[src/hw/rtl/vrq_pkg.sv]
// Shared constants, codes and types of the variable record ring queue.
// No dependencies; every other file of the block takes names from here.
`default_nettype none

package vrq_pkg;

  localparam int RING_DEPTH_DEFAULT = 1024;

  localparam int REQ_W    = 2;
  localparam int ID_W     = 16;
  localparam int LEN_W    = 16;
  localparam int WORD_W   = 32;
  localparam int STATUS_W = 3;
  localparam int COUNT_W  = 11;
  localparam int BW_W     = 11;
  // A record of up to 65535 bytes takes at most 16385 words, header included.
  localparam int SIZE_W   = 15;

  localparam logic [BW_W-1:0] BUFFER_WORDS_RESET = 11'd1024;

  localparam logic [REQ_W-1:0] REQ_PUSH_START = 2'd0;
  localparam logic [REQ_W-1:0] REQ_PUSH_DATA  = 2'd1;
  localparam logic [REQ_W-1:0] REQ_POP        = 2'd2;
  localparam logic [REQ_W-1:0] REQ_CLEAR      = 2'd3;

  localparam logic [STATUS_W-1:0] ST_OK      = 3'd0;
  localparam logic [STATUS_W-1:0] ST_FULL    = 3'd1;
  localparam logic [STATUS_W-1:0] ST_EMPTY   = 3'd2;
  localparam logic [STATUS_W-1:0] ST_SEQ_ERR = 3'd3;
  localparam logic [STATUS_W-1:0] ST_DROPPED = 3'd4;

  // Outcome of the space check for a push start.
  typedef struct packed {
    logic reject;
    logic wrap;
  } place_t;

  // Payload words of a record: the byte length rounded up to whole words.
  function automatic logic [SIZE_W-1:0] payload_words(input logic [LEN_W-1:0] len);
    logic [LEN_W:0] rounded;
    rounded = {1'b0, len} + (LEN_W + 1)'(3);
    return rounded[LEN_W:2];
  endfunction

endpackage

`default_nettype wire

[src/hw/rtl/vrq_space_check.sv]
// Space check for a push start: occupancy, wrap and behind-reader rules.
// Depends on vrq_pkg for widths and the place_t result type.
`default_nettype none

module vrq_space_check #(
  parameter int RING_DEPTH = vrq_pkg::RING_DEPTH_DEFAULT
) (
  input  wire logic [$clog2(RING_DEPTH+1)-1:0] insert_position,
  input  wire logic [$clog2(RING_DEPTH+1)-1:0] end_mark,
  input  wire logic [$clog2(RING_DEPTH+1)-1:0] read_position,
  input  wire logic [$clog2(RING_DEPTH+1)-1:0] occupied_words,
  input  wire logic [vrq_pkg::BW_W-1:0]        buffer_words,
  input  wire logic [vrq_pkg::SIZE_W-1:0]      size,
  output vrq_pkg::place_t                      place
);

  localparam int POS_W = $clog2(RING_DEPTH + 1);
  localparam int W_A   = (POS_W > vrq_pkg::SIZE_W) ? POS_W : vrq_pkg::SIZE_W;
  localparam int CMP_W = ((W_A > vrq_pkg::BW_W) ? W_A : vrq_pkg::BW_W) + 1;

  logic [CMP_W-1:0] bw;
  logic [CMP_W-1:0] limit;
  logic [CMP_W-1:0] size_c;
  logic [CMP_W-1:0] insert_c;
  logic [CMP_W-1:0] end_c;
  logic [CMP_W-1:0] read_c;
  logic [CMP_W-1:0] occ_c;

  always_comb begin
    bw       = CMP_W'(buffer_words);
    size_c   = CMP_W'(size);
    insert_c = CMP_W'(insert_position);
    end_c    = CMP_W'(end_mark);
    read_c   = CMP_W'(read_position);
    occ_c    = CMP_W'(occupied_words);

    // The register is used clamped to two words and the memory depth.
    if (bw < CMP_W'(2)) begin
      limit = CMP_W'(2);
    end else if (bw > CMP_W'(RING_DEPTH)) begin
      limit = CMP_W'(RING_DEPTH);
    end else begin
      limit = bw;
    end

    place = '0;
    if (occ_c + size_c > limit) begin
      place.reject = 1'b1;
    end else if ((insert_c == end_c) && (insert_c + size_c > limit)) begin
      // No room before the wrap: restart at word zero if the reader is far enough on.
      place.wrap   = (read_c >= size_c);
      place.reject = (read_c < size_c);
    end else if ((insert_c < end_c) && (insert_c + size_c > read_c)) begin
      place.reject = 1'b1;
    end
  end

endmodule

`default_nettype wire

[config.mk]
export PLATFORM = sky130hd
export DESIGN_NAME = vrq_space_check
export DESIGN_NICKNAME = d
export VERILOG_FILES = /design/src/hw/rtl/vrq_pkg.sv /design/src/hw/rtl/vrq_space_check.sv
export SDC_FILE = /design/constraint.sdc
export NUM_CORES = 1
export LEC_CHECK = 0
export ABC_AREA = 1
export BUFFER_PORTS_ARGS = -buffer_cell sky130_fd_sc_hd__clkbuf_2
export CAP_MARGIN = 20
export CORE_MARGIN = 2
export CORE_UTILIZATION = 45
export DETAILED_ROUTE_END_ITERATION = 6
export GPL_TIMING_DRIVEN = 0
export PLACE_DENSITY = 0.7
export SYNTH_ARGS = -nofsm -noshare
export SYNTH_HDL_FRONTEND = slang
export SYNTH_SLANG_ARGS = --single-unit
[constraint.sdc]
create_clock -name vclk -period 2.95
set_input_delay 0.295 -clock vclk [all_inputs]
set_output_delay 0.295 -clock vclk [all_outputs]
set_load 0.01 [all_outputs]
==> results.sh <==
export IMPL_ir_drop_mv=0.102
export IMPL_fin_area_mm2=0.00365
export IMPL_crit_chain="buf_8 -> ha_4 -> inv_2 -> fa_2 -> o21ai_4 -> nand2_2 -> nand2_2 -> xor2_2 -> ha_1 -> nand2_1 -> nor2_1 -> nor3_1 -> nand2_1 -> nand2_1 -> nand2_1 -> nand2_1 -> nand2_1 -> nand2_2 -> nand3_2 -> nor2_2 -> inv_1 -> nor2_2 -> buf_2"
export IMPL_drt_total_wl_um=7930
export IMPL_seq_cells=0
export IMPL_placeableCoreArea_mm2=0.00599
export IMPL_arrival_ns=2.95
export IMPL_crit_top_cell="nand2_1"
export IMPL_start_util=0.469
export IMPL_comb_power_share=1.000
export IMPL_dp_hpwl_um=6790
export IMPL_grt_overflow=0
export IMPL_slew_headroom=0.615
export IMPL_dp_cells=610
export IMPL_tightest_slew_ns=0.577
export IMPL_rsz0062_at_grt="true"
export IMPL_fp_dieArea_mm2=0.00690
export IMPL_final_cell_mix="nand2_1 (119), inv_1 (79), ha_1 (69)"
export IMPL_antenna_left=0
export IMPL_first_iter_violations=108
export IMPL_required_ns=2.65
export IMPL_holdWs_ns=1.09
export IMPL_cp_end_kind="primary output"
export IMPL_finalNetCount=697
export IMPL_hp_start="size[14]"
export IMPL_grt_max_degree=9
export IMPL_switchingPower_uw=463
export IMPL_ioPinCount=72
export IMPL_synth_net_count=613
export IMPL_p_per_area_mw_per_mm2=221
export IMPL_yosysTopAreaCell="ha_1"
export IMPL_place_congestion=0.909
export IMPL_synthCells=464
export IMPL_hold_path_cell_count=6
export IMPL_hold_buffers=0
export IMPL_die_height_um=83.0
export IMPL_switching_share=0.573
export IMPL_pre_cts_ws_ns=-0.443
export IMPL_num_antenna_cells=0
export IMPL_seqCellArea_um2=0
export IMPL_crit_path_start_kind="input port"
export IMPL_grt_pass1_wl_um=13100
export IMPL_synth_top_area_frac=0.343
export IMPL_grt_pass1_vias=2946
export IMPL_drive_gt1_frac=0.267
export IMPL_dieWidth_um=83.0
export IMPL_area_growth_pct=30.0
export IMPL_finalWorstSetupSlack_ns=-0.298
export IMPL_hold_viol_final=0
export IMPL_layout_commonest_cell="nand2_1"
export IMPL_final_max_slew_viol_count=0
export IMPL_drcViolationCount=0
export IMPL_maxCapViolations=0
export IMPL_clkPwrFrac=0
export IMPL_dr_pass1_iters=5
export IMPL_p_total_uw=809
export IMPL_place_area_mm2=0.00326
export IMPL_yosysSeqAreaShare=0
export IMPL_stdcell_count=621
export IMPL_status="finished with violations"
export IMPL_critPathKind="in -> out"
export IMPL_vias_per_cell=5.04
export IMPL_rows=28
export IMPL_p_leak_nw=2.12
export IMPL_fin_crit_sh=1.10
export IMPL_finalSetupViolations=2
export IMPL_grt_usage=0.220
export IMPL_wl_per_cell_um=12.8
export IMPL_cp_slowest_cell="fa_2"
export IMPL_antenna_found_initial=0
export IMPL_syn_area_mm2=0.00281
export IMPL_worst_path_max_fanout=3
export IMPL_worst_path_largest_cell_delay_ns=0.41
export IMPL_port_buffers=71
export IMPL_synth_area_top_cells="ha_1 (34%), nand2_1 (17%), inv_1 (11%)"
export IMPL_worstHoldPathType="in -> out"
export IMPL_vias=3128
export IMPL_finalCriticalPeriod_ns=3.25
export IMPL_max_freq_mhz=308
export IMPL_syn_avg_cell_area_um2=6.06
export IMPL_min_to="place[1]"
export IMPL_violations="setup timing"
export IMPL_synth_cell_types=34
export IMPL_yosys_warnings=0
export IMPL_seq_power_share=0
export IMPL_num_clock_buffers=0
export IMPL_internal_power_uw=345
## stage by stage
| stage | utilization | setup TNS [ns] |
|---|---|---|
| floorplan | - | 0 |
| global placement | 0.544 | -0.718 |
| detailed placement | 0.544 | -0.817 |
| CTS | 0.577 | -0.395 |
| global route | 0.610 | -0.929 |
| finish | 0.610 | -0.489 |
## final cells by class
type / count / area (um2)
repair buffers: 82 / 489
well taps: 75 / 93.8
fillers: 602 / 2340
plain buffers: 1 / 7.51
inverters: 82 / 308
multi-input cells: 381 / 2760
## how the worst max path moves through the flow
stage / from / endpoint / slack [ns] / cells past startpoint
after detailed placement: buffer_words[8] / place[0] / -0.44 / 20
after global placement: size[0] / place[0] / -0.39 / 23
after floorplan: occupied_words[0] / place[0] / 0.12 / 21
after global routing: size[0] / place[0] / -0.50 / 23
final: size[0] / place[0] / -0.30 / 23
after CTS: size[0] / place[0] / -0.21 / 23
## cell families after synthesis
group | synth area share
buffers and inverters | 0.112
xor gates and xnor gates | 0.0654
adders and majority gates | 0.357
AOI/OAI and AO/OA | 0.123
and+or+nand+nor | 0.343
## what timing repair did
| action | CTS | global route |
|---|---|---|
| pin swaps | 11 | 23 |
| endpoints found under the setup margin | 2 | 2 |
| gates resized for setup | 33 | 35 |
| buffers inserted | 5 | 6 |
## critical path: cells and delay by family
family	cells	cell delay, ns
adders and majority gates	3	0.78
and+or+nand+nor	14	1.16
AOI/OAI and AO/OA	1	0.21
buffers and inverters	4	0.34
xor gates and xnor gates	1	0.16
## power by group through the flow
stage / clock, mW / sequential (mW) / combinational (mW)
after floorplan: 0 / 0 / 0.508
after global placement: 0 / 0 / 0.681
after detailed placement: 0 / 0 / 0.700
after CTS: 0 / 0 / 0.750
after global routing: 0 / 0 / 0.925
final: 0 / 0 / 0.809
## synthesized netlist by cell type (4+ instances only)
library cell,count
nand3_1,22
ha_1,77
xnor2_1,4
inv_1,80
nand4_1,5
nor2_1,36
nand2_2,5
nand2_1,130
nor3_1,8
nor2_2,4
o21ai_0,6
xor2_1,17
a21oi_1,36
## metal layers
layer,track usage,share of wire,wire (um)
met2,0.410,0.49,3870
met1,0.295,0.47,3740
met4,0.00447,0.0013,10
met5,0,0,0
met3,0.0109,0.039,310
Power figures use the tool's default switching activity.
